`config.mk`:
```
export PLATFORM = sky130hd
export DESIGN_NAME = magic_framed_packet_receiver
export DESIGN_NICKNAME = d
export VERILOG_FILES = /design/src/hw/rtl/mfpr_pkg.sv /design/src/hw/rtl/mfpr_cfg.sv /design/src/hw/rtl/mfpr_deframer.sv /design/src/hw/rtl/mfpr_supervisor.sv /design/src/hw/rtl/magic_framed_packet_receiver.sv
export VERILOG_INCLUDE_DIRS = /design/src /design/src/hw/rtl
export SDC_FILE = /design/constraint.sdc
export NUM_CORES = 1
export LEC_CHECK = 0
export BUFFER_PORTS_ARGS = -buffer_cell sky130_fd_sc_hd__buf_2
export CORE_MARGIN = 5
export CORE_UTILIZATION = 49
export CTS_BUF_LIST = sky130_fd_sc_hd__clkbuf_4 sky130_fd_sc_hd__clkbuf_8
export DETAILED_ROUTE_END_ITERATION = 8
export HOLD_SLACK_MARGIN = 0.12
export PLACE_DENSITY = 0.69
export SYNTH_ARGS = -nofsm -noshare
export SYNTH_HDL_FRONTEND = slang
export SYNTH_HIERARCHICAL = 1
export SYNTH_SLANG_ARGS = --single-unit
```
`constraint.sdc`:
```
create_clock -name clk -period 8.1 [get_ports clk]
set_input_delay 0.81 -clock clk [delete_from_list [all_inputs] [get_ports clk]]
set_output_delay 0.81 -clock clk [all_outputs]
set_load 0.05 [all_outputs]
```
`src/hw/rtl/assert_macros.svh`:
```
// Assertion macros shared by the deframer RTL.
// Expects signals clk and rst_n in the scope where a macro is used.
`ifndef ASSERT_MACROS_SVH
`define ASSERT_MACROS_SVH

`ifndef NO_ASSERTIONS

// Property must hold at every clock edge outside reset.
`define MFPR_ASSERT(name, prop, msg) \
    name: assert property (@(posedge clk) disable iff (!rst_n) prop) \
        else $error(msg);

// Expression must never be true outside reset.
`define MFPR_ASSERT_NEVER(name, expr, msg) \
    name: assert property (@(posedge clk) disable iff (!rst_n) !(expr)) \
        else $error(msg);

`else

`define MFPR_ASSERT(name, prop, msg)
`define MFPR_ASSERT_NEVER(name, expr, msg)

`endif

`endif

```
`src/hw/rtl/mfpr_pkg.sv`:
```
// Types and constants of the magic-framed packet receiver.
// No dependencies; used by every module of the block.
`timescale 1ns / 1ps

package mfpr_pkg;

    localparam int MAX_MAGIC_BYTES = 4;
    localparam int NUM_TYPES       = 4;
    localparam int LEN_BITS        = 8;
    localparam int WIN_IDX_W       = $clog2(MAX_MAGIC_BYTES);
    localparam int CNT_W           = 3;
    localparam int TYPE_W          = 2;
    localparam int MAGIC_W         = 32;
    localparam int TICKS_W         = 16;
    localparam int TOTAL_W         = 32;
    localparam int ADDR_W          = 6;
    localparam int DATA_W          = 64;
    localparam int ENTRY_W         = 40;

    localparam logic [CNT_W-1:0]   MAGIC_RESET   = 3'd1;
    localparam logic [CNT_W-1:0]   TYPES_RESET   = 3'd1;
    localparam logic [TICKS_W-1:0] TICKS_RESET   = 16'd1000;

    typedef enum logic [2:0] {
        REG_MAGIC_BYTES   = 3'd0,
        REG_TYPES_IN_USE  = 3'd1,
        REG_ENTRY_A       = 3'd2,
        REG_ENTRY_B       = 3'd3,
        REG_ENTRY_C       = 3'd4,
        REG_ENTRY_D       = 3'd5,
        REG_FAILSAFE      = 3'd6,
        REG_REACQUIRE     = 3'd7
    } reg_idx_t;

    typedef enum logic {
        REQ_BYTE = 1'b0,
        REQ_TICK = 1'b1
    } req_kind_t;

    // Effective configuration, ranges already clamped
    typedef struct packed {
        logic [CNT_W-1:0]                      magic_len;
        logic [CNT_W-1:0]                      types;
        logic [NUM_TYPES-1:0][MAGIC_W-1:0]     magic;
        logic [NUM_TYPES-1:0][LEN_BITS-1:0]    len;
        logic [TICKS_W-1:0]                    failsafe_ticks;
        logic [TICKS_W-1:0]                    reacquire_ticks;
    } mfpr_cfg_t;

    // Events from the deframer to the link supervisor
    typedef struct packed {
        logic                tick;
        logic                done;
        logic                dropped;
        logic [LEN_BITS-1:0] len;
    } mfpr_evt_t;

    // Per-request result fields of the deframer
    typedef struct packed {
        logic              pv;
        logic [7:0]        pb;
        logic [TYPE_W-1:0] pt;
        logic              last;
        logic              dropped;
    } mfpr_res_t;

endpackage

```
`src/hw/rtl/mfpr_cfg.sv`:
```
// APB register file of the magic-framed packet receiver.
// Depends on mfpr_pkg; drives the clamped configuration struct.
`timescale 1ns / 1ps

module mfpr_cfg
(
    input  logic                        clk,
    input  logic                        rst_n,
    input  logic                        psel,
    input  logic                        penable,
    input  logic                        pwrite,
    input  logic [mfpr_pkg::ADDR_W-1:0] paddr,
    input  logic [mfpr_pkg::DATA_W-1:0] pwdata,
    output logic [mfpr_pkg::DATA_W-1:0] prdata,
    output logic                        pready,
    output mfpr_pkg::mfpr_cfg_t         cfg,
    output logic                        win_clear
);
    import mfpr_pkg::*;

    logic [CNT_W-1:0]                   magic_bytes_reg;
    logic [CNT_W-1:0]                   types_reg;
    logic [NUM_TYPES-1:0][ENTRY_W-1:0]  entry_reg;
    logic [TICKS_W-1:0]                 failsafe_reg;
    logic [TICKS_W-1:0]                 reacquire_reg;
    logic                               wr_en;
    reg_idx_t                           idx;

    assign pready = 1'b1;
    assign wr_en  = psel && penable && pwrite;
    assign idx    = reg_idx_t'(paddr[ADDR_W-1:3]);

    // Hold the register values written over the bus
    always_ff @(posedge clk or negedge rst_n)
    begin
        if (!rst_n)
        begin
            magic_bytes_reg <= MAGIC_RESET;
            types_reg       <= TYPES_RESET;
            entry_reg       <= '0;
            failsafe_reg    <= TICKS_RESET;
            reacquire_reg   <= TICKS_RESET;
        end
        else if (wr_en)
        begin
            case (idx)
                REG_MAGIC_BYTES:  magic_bytes_reg <= pwdata[CNT_W-1:0];
                REG_TYPES_IN_USE: types_reg       <= pwdata[CNT_W-1:0];
                REG_ENTRY_A:      entry_reg[0]    <= pwdata[ENTRY_W-1:0];
                REG_ENTRY_B:      entry_reg[1]    <= pwdata[ENTRY_W-1:0];
                REG_ENTRY_C:      entry_reg[2]    <= pwdata[ENTRY_W-1:0];
                REG_ENTRY_D:      entry_reg[3]    <= pwdata[ENTRY_W-1:0];
                REG_FAILSAFE:     failsafe_reg    <= pwdata[TICKS_W-1:0];
                REG_REACQUIRE:    reacquire_reg   <= pwdata[TICKS_W-1:0];
                default:          ;
            endcase
        end
    end

    // A new magic length empties the hunt window
    assign win_clear = wr_en && (idx == REG_MAGIC_BYTES);

    // Return the stored value of the addressed register
    always_comb
    begin
        case (idx)
            REG_MAGIC_BYTES:  prdata = DATA_W'(magic_bytes_reg);
            REG_TYPES_IN_USE: prdata = DATA_W'(types_reg);
            REG_ENTRY_A:      prdata = DATA_W'(entry_reg[0]);
            REG_ENTRY_B:      prdata = DATA_W'(entry_reg[1]);
            REG_ENTRY_C:      prdata = DATA_W'(entry_reg[2]);
            REG_ENTRY_D:      prdata = DATA_W'(entry_reg[3]);
            REG_FAILSAFE:     prdata = DATA_W'(failsafe_reg);
            REG_REACQUIRE:    prdata = DATA_W'(reacquire_reg);
            default:          prdata = '0;
        endcase
    end

    // Clamp lengths and counts into their working ranges
    always_comb
    begin
        if (magic_bytes_reg == '0)
            cfg.magic_len = CNT_W'(1);
        else if (magic_bytes_reg > CNT_W'(MAX_MAGIC_BYTES))
            cfg.magic_len = CNT_W'(MAX_MAGIC_BYTES);
        else
            cfg.magic_len = magic_bytes_reg;

        if (types_reg == '0)
            cfg.types = CNT_W'(1);
        else if (types_reg > CNT_W'(NUM_TYPES))
            cfg.types = CNT_W'(NUM_TYPES);
        else
            cfg.types = types_reg;

        for (int k = 0; k < NUM_TYPES; k++)
        begin
            cfg.magic[k] = entry_reg[k][MAGIC_W-1:0];
            cfg.len[k]   = entry_reg[k][MAGIC_W +: LEN_BITS];
        end

        cfg.failsafe_ticks  = (failsafe_reg == '0) ? TICKS_W'(1) : failsafe_reg;
        cfg.reacquire_ticks = (reacquire_reg == '0) ? TICKS_W'(1) : reacquire_reg;
    end

endmodule

```
`src/hw/rtl/mfpr_deframer.sv`:
```
// Magic hunt window, entry compare and payload tracking.
// Depends on mfpr_pkg; feeds events to mfpr_supervisor.
`timescale 1ns / 1ps

module mfpr_deframer
(
    input  logic                clk,
    input  logic                rst_n,
    input  logic                advance,
    input  logic                req_type,
    input  logic [7:0]          rx_byte,
    input  mfpr_pkg::mfpr_cfg_t cfg,
    input  logic                win_clear,
    output mfpr_pkg::mfpr_res_t res,
    output mfpr_pkg::mfpr_evt_t evt
);
    import mfpr_pkg::*;

    logic [MAX_MAGIC_BYTES-1:0][7:0] win_reg, win_next, win_app, win_shift;
    logic [CNT_W-1:0]                fill_reg, fill_next, fill_base, fill_inc;
    logic                            in_payload_reg, in_payload_next;
    logic [TYPE_W-1:0]               cur_type_reg, cur_type_next;
    logic [LEN_BITS-1:0]             bytes_left_reg, bytes_left_next;
    logic [NUM_TYPES-1:0]            hit_vec;
    logic                            hit, full;
    logic [TYPE_W-1:0]               hit_type;

    // Append the byte to the window and prepare the shifted copy
    always_comb
    begin
        fill_base = (fill_reg >= CNT_W'(MAX_MAGIC_BYTES)) ? '0 : fill_reg;
        win_app = win_reg;
        win_app[fill_base[WIN_IDX_W-1:0]] = rx_byte;
        fill_inc = fill_base + 1'b1;
        full = (fill_inc >= cfg.magic_len);
        for (int i = 0; i < MAX_MAGIC_BYTES - 1; i++)
            win_shift[i] = win_app[i+1];
        win_shift[MAX_MAGIC_BYTES-1] = win_app[MAX_MAGIC_BYTES-1];
    end

    // Compare the window with every active entry, lowest index wins
    always_comb
    begin
        for (int k = 0; k < NUM_TYPES; k++)
        begin
            hit_vec[k] = (CNT_W'(k) < cfg.types);
            for (int i = 0; i < MAX_MAGIC_BYTES; i++)
                if ((CNT_W'(i) < cfg.magic_len) && (win_app[i] != cfg.magic[k][8*i +: 8]))
                    hit_vec[k] = 1'b0;
        end
        hit = 1'b0;
        hit_type = '0;
        for (int k = NUM_TYPES - 1; k >= 0; k--)
            if (hit_vec[k])
            begin
                hit = 1'b1;
                hit_type = TYPE_W'(k);
            end
    end

    // Decide the outcome of the request held in the input stage
    always_comb
    begin
        win_next        = win_reg;
        fill_next       = fill_reg;
        in_payload_next = in_payload_reg;
        cur_type_next   = cur_type_reg;
        bytes_left_next = bytes_left_reg;
        res             = '0;
        evt             = '0;

        if (req_type == REQ_TICK)
        begin
            evt.tick = 1'b1;
        end
        else if (in_payload_reg)
        begin
            res.pv = 1'b1;
            res.pb = rx_byte;
            res.pt = cur_type_reg;
            bytes_left_next = bytes_left_reg - 1'b1;
            if (bytes_left_next == '0)
            begin
                in_payload_next = 1'b0;
                res.last = 1'b1;
                evt.done = 1'b1;
                evt.len  = cfg.len[cur_type_reg];
            end
        end
        else
        begin
            win_next  = win_app;
            fill_next = fill_inc;
            if (full)
            begin
                if (hit)
                begin
                    fill_next     = '0;
                    cur_type_next = hit_type;
                    res.pt        = hit_type;
                    if (cfg.len[hit_type] == '0)
                    begin
                        res.last = 1'b1;
                        evt.done = 1'b1;
                    end
                    else
                    begin
                        in_payload_next = 1'b1;
                        bytes_left_next = cfg.len[hit_type];
                    end
                end
                else
                begin
                    // Drop the oldest byte and keep hunting
                    win_next    = win_shift;
                    fill_next   = cfg.magic_len - 1'b1;
                    res.dropped = 1'b1;
                    evt.dropped = 1'b1;
                end
            end
        end
    end

    // Advance the framing state with each request that moves on
    always_ff @(posedge clk or negedge rst_n)
    begin
        if (!rst_n)
        begin
            win_reg        <= '0;
            fill_reg       <= '0;
            in_payload_reg <= 1'b0;
            cur_type_reg   <= '0;
            bytes_left_reg <= '0;
        end
        else
        begin
            if (advance)
            begin
                win_reg        <= win_next;
                in_payload_reg <= in_payload_next;
                cur_type_reg   <= cur_type_next;
                bytes_left_reg <= bytes_left_next;
            end
            // A new magic length empties the window ahead of any request
            if (win_clear)
                fill_reg <= '0;
            else if (advance)
                fill_reg <= fill_next;
        end
    end

endmodule

```
`src/hw/rtl/mfpr_supervisor.sv`:
```
// Failsafe and reacquire timers, link flag and statistics counters.
// Depends on mfpr_pkg; driven by events from mfpr_deframer.
`timescale 1ns / 1ps

module mfpr_supervisor
(
    input  logic                         clk,
    input  logic                         rst_n,
    input  logic                         advance,
    input  mfpr_pkg::mfpr_evt_t          evt,
    input  mfpr_pkg::mfpr_cfg_t          cfg,
    output logic                         link_up,
    output logic [mfpr_pkg::TOTAL_W-1:0] failsafe_total,
    output logic [mfpr_pkg::TOTAL_W-1:0] reacquire_total,
    output logic [mfpr_pkg::TOTAL_W-1:0] error_total,
    output logic [mfpr_pkg::TOTAL_W-1:0] packet_total,
    output logic [mfpr_pkg::TOTAL_W-1:0] good_byte_total
);
    import mfpr_pkg::*;

    logic [TICKS_W-1:0] fs_left_reg, fs_left_next, rq_left_reg, rq_left_next;
    logic               fs_run_reg, fs_run_next, rq_run_reg, rq_run_next;
    logic               link_reg, link_next;
    logic [TOTAL_W-1:0] fs_cnt_reg, fs_cnt_next, rq_cnt_reg, rq_cnt_next;
    logic [TOTAL_W-1:0] err_cnt_reg, err_cnt_next, pkt_cnt_reg, pkt_cnt_next;
    logic [TOTAL_W-1:0] good_cnt_reg, good_cnt_next;

    // Counters and link flag always show the state after the last request
    assign link_up         = link_reg;
    assign failsafe_total  = fs_cnt_reg;
    assign reacquire_total = rq_cnt_reg;
    assign error_total     = err_cnt_reg;
    assign packet_total    = pkt_cnt_reg;
    assign good_byte_total = good_cnt_reg;

    always_comb
    begin
        fs_left_next  = fs_left_reg;
        fs_run_next   = fs_run_reg;
        rq_left_next  = rq_left_reg;
        rq_run_next   = rq_run_reg;
        link_next     = link_reg;
        fs_cnt_next   = fs_cnt_reg;
        rq_cnt_next   = rq_cnt_reg;
        err_cnt_next  = err_cnt_reg;
        pkt_cnt_next  = pkt_cnt_reg;
        good_cnt_next = good_cnt_reg;

        if (evt.tick)
        begin
            // Failsafe first, so a joint expiry leaves the link valid
            if (fs_run_reg)
            begin
                fs_left_next = fs_left_reg - 1'b1;
                if (fs_left_next == '0)
                begin
                    fs_run_next = 1'b0;
                    link_next   = 1'b0;
                    fs_cnt_next = fs_cnt_reg + 1'b1;
                end
            end
            if (rq_run_reg)
            begin
                rq_left_next = rq_left_reg - 1'b1;
                if (rq_left_next == '0)
                begin
                    rq_run_next = 1'b0;
                    link_next   = 1'b1;
                    rq_cnt_next = rq_cnt_reg + 1'b1;
                end
            end
        end
        else if (evt.dropped)
        begin
            err_cnt_next = err_cnt_reg + 1'b1;
            rq_run_next  = 1'b0;
            rq_left_next = '0;
        end
        else if (evt.done)
        begin
            pkt_cnt_next  = pkt_cnt_reg + 1'b1;
            good_cnt_next = good_cnt_reg + TOTAL_W'(cfg.magic_len)
                          + TOTAL_W'(evt.len);
            fs_left_next  = cfg.failsafe_ticks;
            fs_run_next   = 1'b1;
            if (!link_reg && !rq_run_reg)
            begin
                rq_left_next = cfg.reacquire_ticks;
                rq_run_next  = 1'b1;
            end
        end
    end

    always_ff @(posedge clk or negedge rst_n)
    begin
        if (!rst_n)
        begin
            fs_left_reg  <= '0;
            fs_run_reg   <= 1'b0;
            rq_left_reg  <= '0;
            rq_run_reg   <= 1'b0;
            link_reg     <= 1'b0;
            fs_cnt_reg   <= '0;
            rq_cnt_reg   <= '0;
            err_cnt_reg  <= '0;
            pkt_cnt_reg  <= '0;
            good_cnt_reg <= '0;
        end
        else if (advance)
        begin
            fs_left_reg  <= fs_left_next;
            fs_run_reg   <= fs_run_next;
            rq_left_reg  <= rq_left_next;
            rq_run_reg   <= rq_run_next;
            link_reg     <= link_next;
            fs_cnt_reg   <= fs_cnt_next;
            rq_cnt_reg   <= rq_cnt_next;
            err_cnt_reg  <= err_cnt_next;
            pkt_cnt_reg  <= pkt_cnt_next;
            good_cnt_reg <= good_cnt_next;
        end
    end

endmodule

```
`src/hw/rtl/magic_framed_packet_receiver.sv`:
```
// Top level of the magic-framed packet receiver: input stage, result stage.
// Depends on mfpr_pkg, mfpr_cfg, mfpr_deframer, mfpr_supervisor, assert_macros.svh.
//
// Usage:
//   Request channel (req_valid / req_stall): req_type 0 carries rx_byte,
//   req_type 1 is one timer tick. Result channel (res_valid / res_stall):
//   one result per request, in order, with payload fields, drop flag,
//   link flag and the five wrapping statistics counters after that request.
//   Path: a request accepted into the input register has its result loaded
//   into the result register once the result stage is free, raising
//   res_valid. Throughput is one request per cycle while res_stall is low;
//   the hunt compare, payload count and timer update all settle within the
//   single stage between the input register and the result register.
//   Stall: while a result waits under res_stall, one further request is
//   taken into the input stage; req_stall then rises until the result moves.
//   Reset: rst_n clears framing, timers, link flag and counters and loads
//   the register defaults (magic length 1, one entry, 1000-tick timers).
//   Registers sit on an APB port at byte address 8 * index; writes are
//   meant for idle periods only.
`timescale 1ns / 1ps
`include "assert_macros.svh"

module magic_framed_packet_receiver
(
    input  logic                         clk,
    input  logic                         rst_n,
    // Request channel
    input  logic                         req_valid,
    output logic                         req_stall,
    input  logic                         req_type,
    input  logic [7:0]                   rx_byte,
    // Result channel
    output logic                         res_valid,
    input  logic                         res_stall,
    output logic                         payload_valid,
    output logic [7:0]                   payload_byte,
    output logic [mfpr_pkg::TYPE_W-1:0]  packet_type,
    output logic                         payload_last,
    output logic                         byte_dropped,
    output logic                         link_up,
    output logic [mfpr_pkg::TOTAL_W-1:0] failsafe_total,
    output logic [mfpr_pkg::TOTAL_W-1:0] reacquire_total,
    output logic [mfpr_pkg::TOTAL_W-1:0] error_total,
    output logic [mfpr_pkg::TOTAL_W-1:0] packet_total,
    output logic [mfpr_pkg::TOTAL_W-1:0] good_byte_total,
    // Configuration port
    input  logic                         psel,
    input  logic                         penable,
    input  logic                         pwrite,
    input  logic [mfpr_pkg::ADDR_W-1:0]  paddr,
    input  logic [mfpr_pkg::DATA_W-1:0]  pwdata,
    output logic [mfpr_pkg::DATA_W-1:0]  prdata,
    output logic                         pready
);
    import mfpr_pkg::*;

    logic               s1_valid_reg;
    logic               s1_type_reg;
    logic [7:0]         s1_byte_reg;
    logic               res_valid_reg;
    mfpr_res_t          res_reg;
    mfpr_res_t          res_next;
    mfpr_evt_t          evt;
    mfpr_cfg_t          cfg;
    logic               win_clear;
    logic               accept;
    logic               advance;
    logic               adv_drop;
    logic               adv_tick;
    logic               res_drop_bad;
    logic [TOTAL_W-1:0] err_inc;

    // Move the held request on whenever the result stage is free or draining
    assign advance   = s1_valid_reg && (!res_valid_reg || !res_stall);
    assign req_stall = s1_valid_reg && !advance;
    assign accept    = req_valid && !req_stall;

    // Input stage: hold one request
    always_ff @(posedge clk or negedge rst_n)
    begin
        if (!rst_n)
            s1_valid_reg <= 1'b0;
        else if (accept)
            s1_valid_reg <= 1'b1;
        else if (advance)
            s1_valid_reg <= 1'b0;
    end

    always_ff @(posedge clk)
    begin
        if (accept)
        begin
            s1_type_reg <= req_type;
            s1_byte_reg <= rx_byte;
        end
    end

    mfpr_cfg u_cfg
    (
        .clk       (clk),
        .rst_n     (rst_n),
        .psel      (psel),
        .penable   (penable),
        .pwrite    (pwrite),
        .paddr     (paddr),
        .pwdata    (pwdata),
        .prdata    (prdata),
        .pready    (pready),
        .cfg       (cfg),
        .win_clear (win_clear)
    );

    mfpr_deframer u_deframer
    (
        .clk       (clk),
        .rst_n     (rst_n),
        .advance   (advance),
        .req_type  (s1_type_reg),
        .rx_byte   (s1_byte_reg),
        .cfg       (cfg),
        .win_clear (win_clear),
        .res       (res_next),
        .evt       (evt)
    );

    mfpr_supervisor u_supervisor
    (
        .clk             (clk),
        .rst_n           (rst_n),
        .advance         (advance),
        .evt             (evt),
        .cfg             (cfg),
        .link_up         (link_up),
        .failsafe_total  (failsafe_total),
        .reacquire_total (reacquire_total),
        .error_total     (error_total),
        .packet_total    (packet_total),
        .good_byte_total (good_byte_total)
    );

    // Result stage: load on advance, drop once taken
    always_ff @(posedge clk or negedge rst_n)
    begin
        if (!rst_n)
            res_valid_reg <= 1'b0;
        else if (advance)
            res_valid_reg <= 1'b1;
        else if (!res_stall)
            res_valid_reg <= 1'b0;
    end

    always_ff @(posedge clk)
    begin
        if (advance)
            res_reg <= res_next;
    end

    assign res_valid     = res_valid_reg;
    assign payload_valid = res_reg.pv;
    assign payload_byte  = res_reg.pb;
    assign packet_type   = res_reg.pt;
    assign payload_last  = res_reg.last;
    assign byte_dropped  = res_reg.dropped;

    // Checks
    assign adv_drop     = advance && evt.dropped;
    assign adv_tick     = advance && (s1_type_reg == REQ_TICK);
    assign res_drop_bad = res_reg.dropped && (res_reg.pv || res_reg.last);
    assign err_inc      = error_total + 32'd1;

    `MFPR_ASSERT(a_adv_fills_result, advance |=> res_valid_reg, "advanced request lost")
    `MFPR_ASSERT(a_err_step, adv_drop |=> (error_total == $past(err_inc)), "drop not counted")
    `MFPR_ASSERT(a_link_rise_on_tick, $rose(link_up) |-> $past(adv_tick), "link raised off tick")
    `MFPR_ASSERT_NEVER(a_drop_excl, res_valid_reg && res_drop_bad, "drop together with payload")

endmodule
```
==> qor.csv, run 1 <==
metric,value,unit
netlist_area,26100,sq um
fin_worst_skew,0.0418,ns
drv_cap,0,
synth-seq-area-share,44.8,%
syn_to_final_growth,12.9,%
cts_tree,yes,
synth.top_cell.area_share,40.9,%
setup_viol,0,
drt-total-wl,74700,um
worst-endpoint-arrival,8.14,ns
maxUsedRoutingLayer,met4,
h-tree-depth,3,
io_buffers,274,
avgSynthCellArea,10.7,sq um
clk_latency,0.68,ns
grt_pass1_wl,117000,um
antenna_found_initial,1,
gp_congestion,0.907,
wire_per_inst,21.9,um
post-synth-top-area-cell,dfrtp_1,
tns,0,ns
hold_violations,0,
max_slew.worst_pin.slew,1.17,ns
dp.cells,3258,
clk_path_buf_depth,3,
synth_cell_types,99,
cp-start-kind,flop,
vias,20300,
async_reset_ff_share,95.2,%
numCtsBuffers,82,
synthFlopType,dfrtp_1,
stdcell_count,3409,
cts.sinks,463,
min_period,7.54,ns
path_clk_slew,0.06,ns
fmax,0.133,GHz
endpoint_kind,flop,
wl_met2,35500,um
grt_max_degree,171,
crit_type,reg -> reg,
fin_crit_sh,93.1,%
yosys_register_bits,463,
synth.yosys.warnings,6,
firstDrtPassIters,6,
drive_gt1_share,28.3,%
met1_length,32000,um
ctsResizeCount,0,
max-vdd-ir-drop,149,uV
die_h,241,um
synth-edff-count,22,
critPathRequiredTime,8.70,ns
rsz0062_at_grt,false,
p_leak,0.0136,uW
viasPerCell,5.95,
fin_nets,2773,
crit_fanout,13,
max_slew_margin,21.1,%
synthCells,2430,
yosysMostFrequentCell,dfrtp_1,
ioPinCount,327,
drt-initial-drc-count,1903,
die_x,241,um
hold_buffers,0,
cts_root_buffer,clkbuf_8,
cts_setup_buffers,0,
die_area,58000,sq um
gr-total-overflow,0,
hpwlAfterDp,52100,um
largest_register_ffs,160,
core,52700,sq um
grt_pass1_vias,20400,
synth.top_cells.by_count,"dfrtp_1 (427), mux2_2 (213), nand2_1 (171), xnor2_1 (161), xor2_1 (108)",
grtUsageTotal,25.3,%
core.rowCount,84,
ant_nets,0,
synthTopCellsByArea,"dfrtp_1 (41%), mux2_2 (9.2%), xnor2_1 (5.4%)",
hp-class,in -> async,
powerDensity,278,nW/um^2
wl_met3,4810,um
status,completed,
start_util,49.6,%
drc,0,
finalMaxSlewViolations,0,
## path summary, 6_finish.rpt
kind	startpoint	to	slack, ns	cells after the start
setup reg to reg	u_deframer/fill_reg[0]$_DFFE_PN0P_	u_supervisor/good_byte_total[28]$_DFFE_PN0P_	0.56	23
hold / removal	rst_n	u_supervisor/failsafe_total[31]$_DFFE_PN0P_	0.17	1
min in group clk	rx_byte[1]	s1_byte_reg[1]$_DFFE_PP_	0.32	1
hold reg to reg	u_supervisor/packet_total[31]$_DFFE_PN0P_	u_supervisor/packet_total[31]$_DFFE_PN0P_	0.46	1
setup / recovery	u_deframer/fill_reg[0]$_DFFE_PN0P_	u_supervisor/good_byte_total[28]$_DFFE_PN0P_	0.56	23
max in group asynchronous	rst_n	u_cfg/cfg[91]$_DFFE_PN0P_	6.44	2
## where the power goes
group	internal [uW]	switching, uW	leakage, uW
Clock	1260	997	0.000925
Sequential	2700	530	0.00593
Combinational	1160	1560	0.00676
Total	5120	3080	0.0136
## metrics by stage
step | total power (uW) | hold WS [ns] | area (sq um) | setup slack, ns | utilization (%)
after global placement | 5840 | 0.452 | 27800 | 1.04 | 52.7
final | 8200 | 0.173 | 29500 | 0.557 | 56.0
after CTS | 8220 | 0.198 | 29500 | 0.765 | 56.0
after floorplan | 5230 | 0.467 | 26200 | 2.52 | -
after global routing | 8640 | 0.201 | 29500 | 0.128 | 56.0
after detailed placement | 5930 | 0.456 | 27800 | 0.785 | 52.7
## cells in the final DEF (no fill, tap or decap), drive strengths merged, types with 8 or more instances in the layout
master  synthesis  layout
a22oi          15      15
nor2b          27      27
clkinv          0      11
a22o           22      22
edfxtp         22      22
xnor2         161     161
mux2          226     226
inv            74      79
and3           36      36
mux4           14      14
conb            2      25
clkbuf         81     132
or3            11      11
o22ai          47      47
nand2b         19      19
nor2          110     110
nand3          78      78
dfrtp         427     427
nor4           63      63
nor3           66      66
o221ai         12      12
a21oi          66      66
dfstp          14      14
ha             29      29
buf           102     300
a31oi           8       8
nand4          51      51
o21ai          99      99
a21o            9       9
nand2         171     171
or4            14      14
xor2          108     108
a221oi          9       9
mux2i          99      99
a222oi         17      17
and2           13      13
## critical path, cell delays in order (launching register included)
cell and delay (ns):
dfrtp_1 0.42, nor2b_1 0.18, inv_1 0.09, ha_1 0.64
buf_4 0.27, mux2i_4 0.35, xnor2_1 0.11, nor4_1 0.43
a21oi_1 0.20, nor3_2 0.45, and3_1 0.55, o31ai_2 0.25
a222oi_1 0.54, and3_2 0.31, and2_1 0.28, a41o_1 0.23
buf_4 0.18, nor4bb_4 0.23, nand4_1 0.22, nor4_1 0.67
and4_1 0.36, nand3_1 0.13, nor3_1 0.20, xor2_1 0.16
## layer usage
metal  vias up  track usage [%]
li1       9211                -
met3       158             4.16
met4         0             8.99
met1     10100             34.9
met5         -                0
met2       793             40.7
## cell families (layout without fill, tap and decap cells)
| kind of cell | count (synthesis) | count (layout) | share of synthesized area (%) |
|---|---|---|---|
| compound gates | 379 | 379 | 10.0 |
| buf+inv | 257 | 522 | 4.80 |
| xor+xnor | 269 | 269 | 9.02 |
| simple gates | 688 | 688 | 14.1 |
| mux | 339 | 339 | 15.5 |
| fa+ha+maj | 33 | 33 | 1.70 |
| other cells | 2 | 28 | 0.0288 |
| flops | 463 | 463 | 44.8 |
## cell type report
type                       instances  area [sq um]
tap                              688           861
multi-input combinational       1733         13300
clock buffer                     132          1600
fill                            4546         23200
clock inverter                    16           113
sequential                       463         11700
antenna                            3          7.51
inverter                          74           278
timing repair buffer             300          1600
Note: power is estimated with default switching activity, not from simulation.
==> run 2: changes to the inputs <==
--- a/config.mk
+++ b/config.mk
@@ -6,13 +6,14 @@
 export SDC_FILE = /design/constraint.sdc
 export NUM_CORES = 1
 export LEC_CHECK = 0
-export BUFFER_PORTS_ARGS = -buffer_cell sky130_fd_sc_hd__buf_2
 export CORE_MARGIN = 5
 export CORE_UTILIZATION = 49
 export CTS_BUF_LIST = sky130_fd_sc_hd__clkbuf_4 sky130_fd_sc_hd__clkbuf_8
+export CTS_CLUSTER_DIAMETER = 60
 export DETAILED_ROUTE_END_ITERATION = 8
+export DONT_BUFFER_PORTS = 1
 export HOLD_SLACK_MARGIN = 0.12
-export PLACE_DENSITY = 0.69
+export PLACE_DENSITY = 0.66
 export SYNTH_ARGS = -nofsm -noshare
 export SYNTH_HDL_FRONTEND = slang
 export SYNTH_HIERARCHICAL = 1
==> constraint.sdc (replaced) <==
create_clock -name clk -period 6.59 [get_ports clk]
set_input_delay 0.659 -clock clk [delete_from_list [all_inputs] [get_ports clk]]
set_output_delay 0.659 -clock clk [all_outputs]
set_load 0.05 [all_outputs]
==> qor.csv, run 2 (synthesized netlist as in run 1, its figures left out) <==
metric,value,unit
status,"finished, violations left",
failed_checks,hold timing,
viasPerCell,6.03,
gp_congestion,0.945,
gr-total-overflow,0,
fmax,0.158,GHz
met1_usage,33.1,%
firstDrtPassIters,7,
pwr-share-seq,39.8,%
numCtsBuffers,83,
syn_to_final_growth,11.5,%
die_x,241,um
p_sw_share,36.5,%
final_common_cell,dfrtp_1,
clk_path_buf_depth,3,
layout_common_cells,"dfrtp_1 (427), mux2_2 (213), nand2_1 (171)",
fin_ws,0.252,ns
hold_buffers,53,
hpwlAfterDp,52100,um
max_slew_margin,3.23,%
fin_worst_skew,0.0250,ns
drv_cap,0,
ff_latch_area,11700,sq um
use_met2,41.7,%
tns,0,ns
grt_pass1_wl,116000,um
p_leak,0.0127,uW
grt-busiest-layer,met2,
drt-initial-drc-count,1538,
start_util,49.6,%
die_area,58000,sq um
setup_viol,0,
clock_power_share,28.1,%
p_switching,3750,uW
fin_nets,2601,
io_buffers,0,
grt_pass1_vias,19500,
clk_latency,0.66,ns
ioPinCount,327,
cts_root_buffer,clkbuf_8,
largest_register_ffs,160,
grt_max_degree,442,
hp-class,in -> async,
dp_slack,0.134,ns
power.internal,6540,uW
cts.sinks,463,
worst-endpoint-arrival,6.91,ns
fin_crit_sh,96.2,%
drive_gt1_share,21.7,%
drc,0,
wire_per_inst,23.2,um
antenna_found_initial,3,
timing.hold.ws,-0.310,ns
die_h,241,um
endpoint_kind,flop,
vias,19500,
critPathRequiredTime,7.16,ns
combPwrFrac,32.1,%
drt-total-wl,75100,um
powerDensity,353,nW/um^2
core.rowCount,84,
nFillCells,4492,
max_slew.worst_pin.slew,1.45,ns
cp-start-kind,flop,
core,52700,sq um
path_clk_slew,0.06,ns
multiInputGateArea,13400,sq um
hold_violations,250,
cts_tree,yes,
h-tree-depth,3,
grt_util_met3,5.51,%
max-vdd-ir-drop,194,uV
finalMaxSlewViolations,0,
crit_type,reg -> reg,
grtUsageTotal,25.1,%
min_period,6.34,ns
ant_nets,0,
crit_fanout,14,
[run 2: power groups by stage]
stage / combinational [uW] / sequential, uW / clock, uW
2_1_floorplan: 2610 / 3820 / 0
3_3_place_gp: 3010 / 4110 / 0
3_5_place_dp: 3080 / 4130 / 0
4_1_cts: 3140 / 4080 / 2980
5_1_grt: 3560 / 4150 / 3110
6_report: 3300 / 4100 / 2900
[run 2: per-stage QoR]
step / total power [uW] / utilization (%) / instance area (sq um) / std cells
2_1_floorplan: 6430 / - / 26200 / 2453
3_3_place_gp: 7120 / 50.4 / 26600 / 3010
3_5_place_dp: 7210 / 50.4 / 26600 / 3010
4_1_cts: 10200 / 54.9 / 28900 / 3215
5_1_grt: 10800 / 55.3 / 29100 / 3239
6_report: 10300 / 55.3 / 29100 / 3241
[run 2: path summary, 6_finish.rpt]
check	startpoint	end	slack, ns	cells past startpoint
worst max register to register	u_deframer/fill_reg[0]$_DFFE_PN0P_	u_supervisor/good_byte_total[28]$_DFFE_PN0P_	0.25	22
min in group clk	pwdata[13]	u_cfg/cfg[109]$_DFFE_PN0P_	0.17	1
worst min register to register	s1_valid_reg$_DFFE_PN0P_	res_valid$_DFFE_PN0P_	0.51	1
worst max-delay path	u_deframer/fill_reg[0]$_DFFE_PN0P_	u_supervisor/good_byte_total[28]$_DFFE_PN0P_	0.25	22
worst min-delay path	rst_n	u_supervisor/failsafe_total[28]$_DFFE_PN0P_	-0.31	0
max in group asynchronous	rst_n	u_supervisor/reacquire_total[25]$_DFFE_PN0P_	5.71	0
[run 2: layer usage]
metal / wire (um) / up-vias
li1: - / 8874
met1: 31000 / 9786
met2: 36400 / 752
met3: 5670 / 128
met4: 2000 / 0
met5: 0 / -
[run 2: timing repair]
action,CTS,global route
setup endpoints to repair,0,16
buffers inserted,0,22
gates resized for setup,0,10
hold endpoints to repair,646,431
[run 2: cell type report]
type                    count  area share [%]
flip-flops and latches    463            40.2
repair buffers            127            3.78
inverters                  74           0.954
diodes                      4          0.0344
clock buffers             136            5.61
multi-input cells        1733            45.9
well taps                 688            2.96
clock inverters            16           0.588
[run 2: worst max-delay path: stages (launching register included)]
cell	delay, ns
dfrtp_1	0.43
nor2b_2	0.20
inv_1	0.08
ha_1	0.17
buf_6	0.23
mux2i_4	0.39
xnor2_1	0.12
nor4_2	0.32
a21oi_1	0.15
or4_4	0.66
and3_2	0.30
a222oi_1	0.44
and3_2	0.31
and2_1	0.25
a41o_1	0.30
nor4bb_4	0.29
nand4_1	0.25
nor4_2	0.41
buf_4	0.19
and4_1	0.25
nand3_1	0.11
nor3_1	0.22
xor2_1	0.16
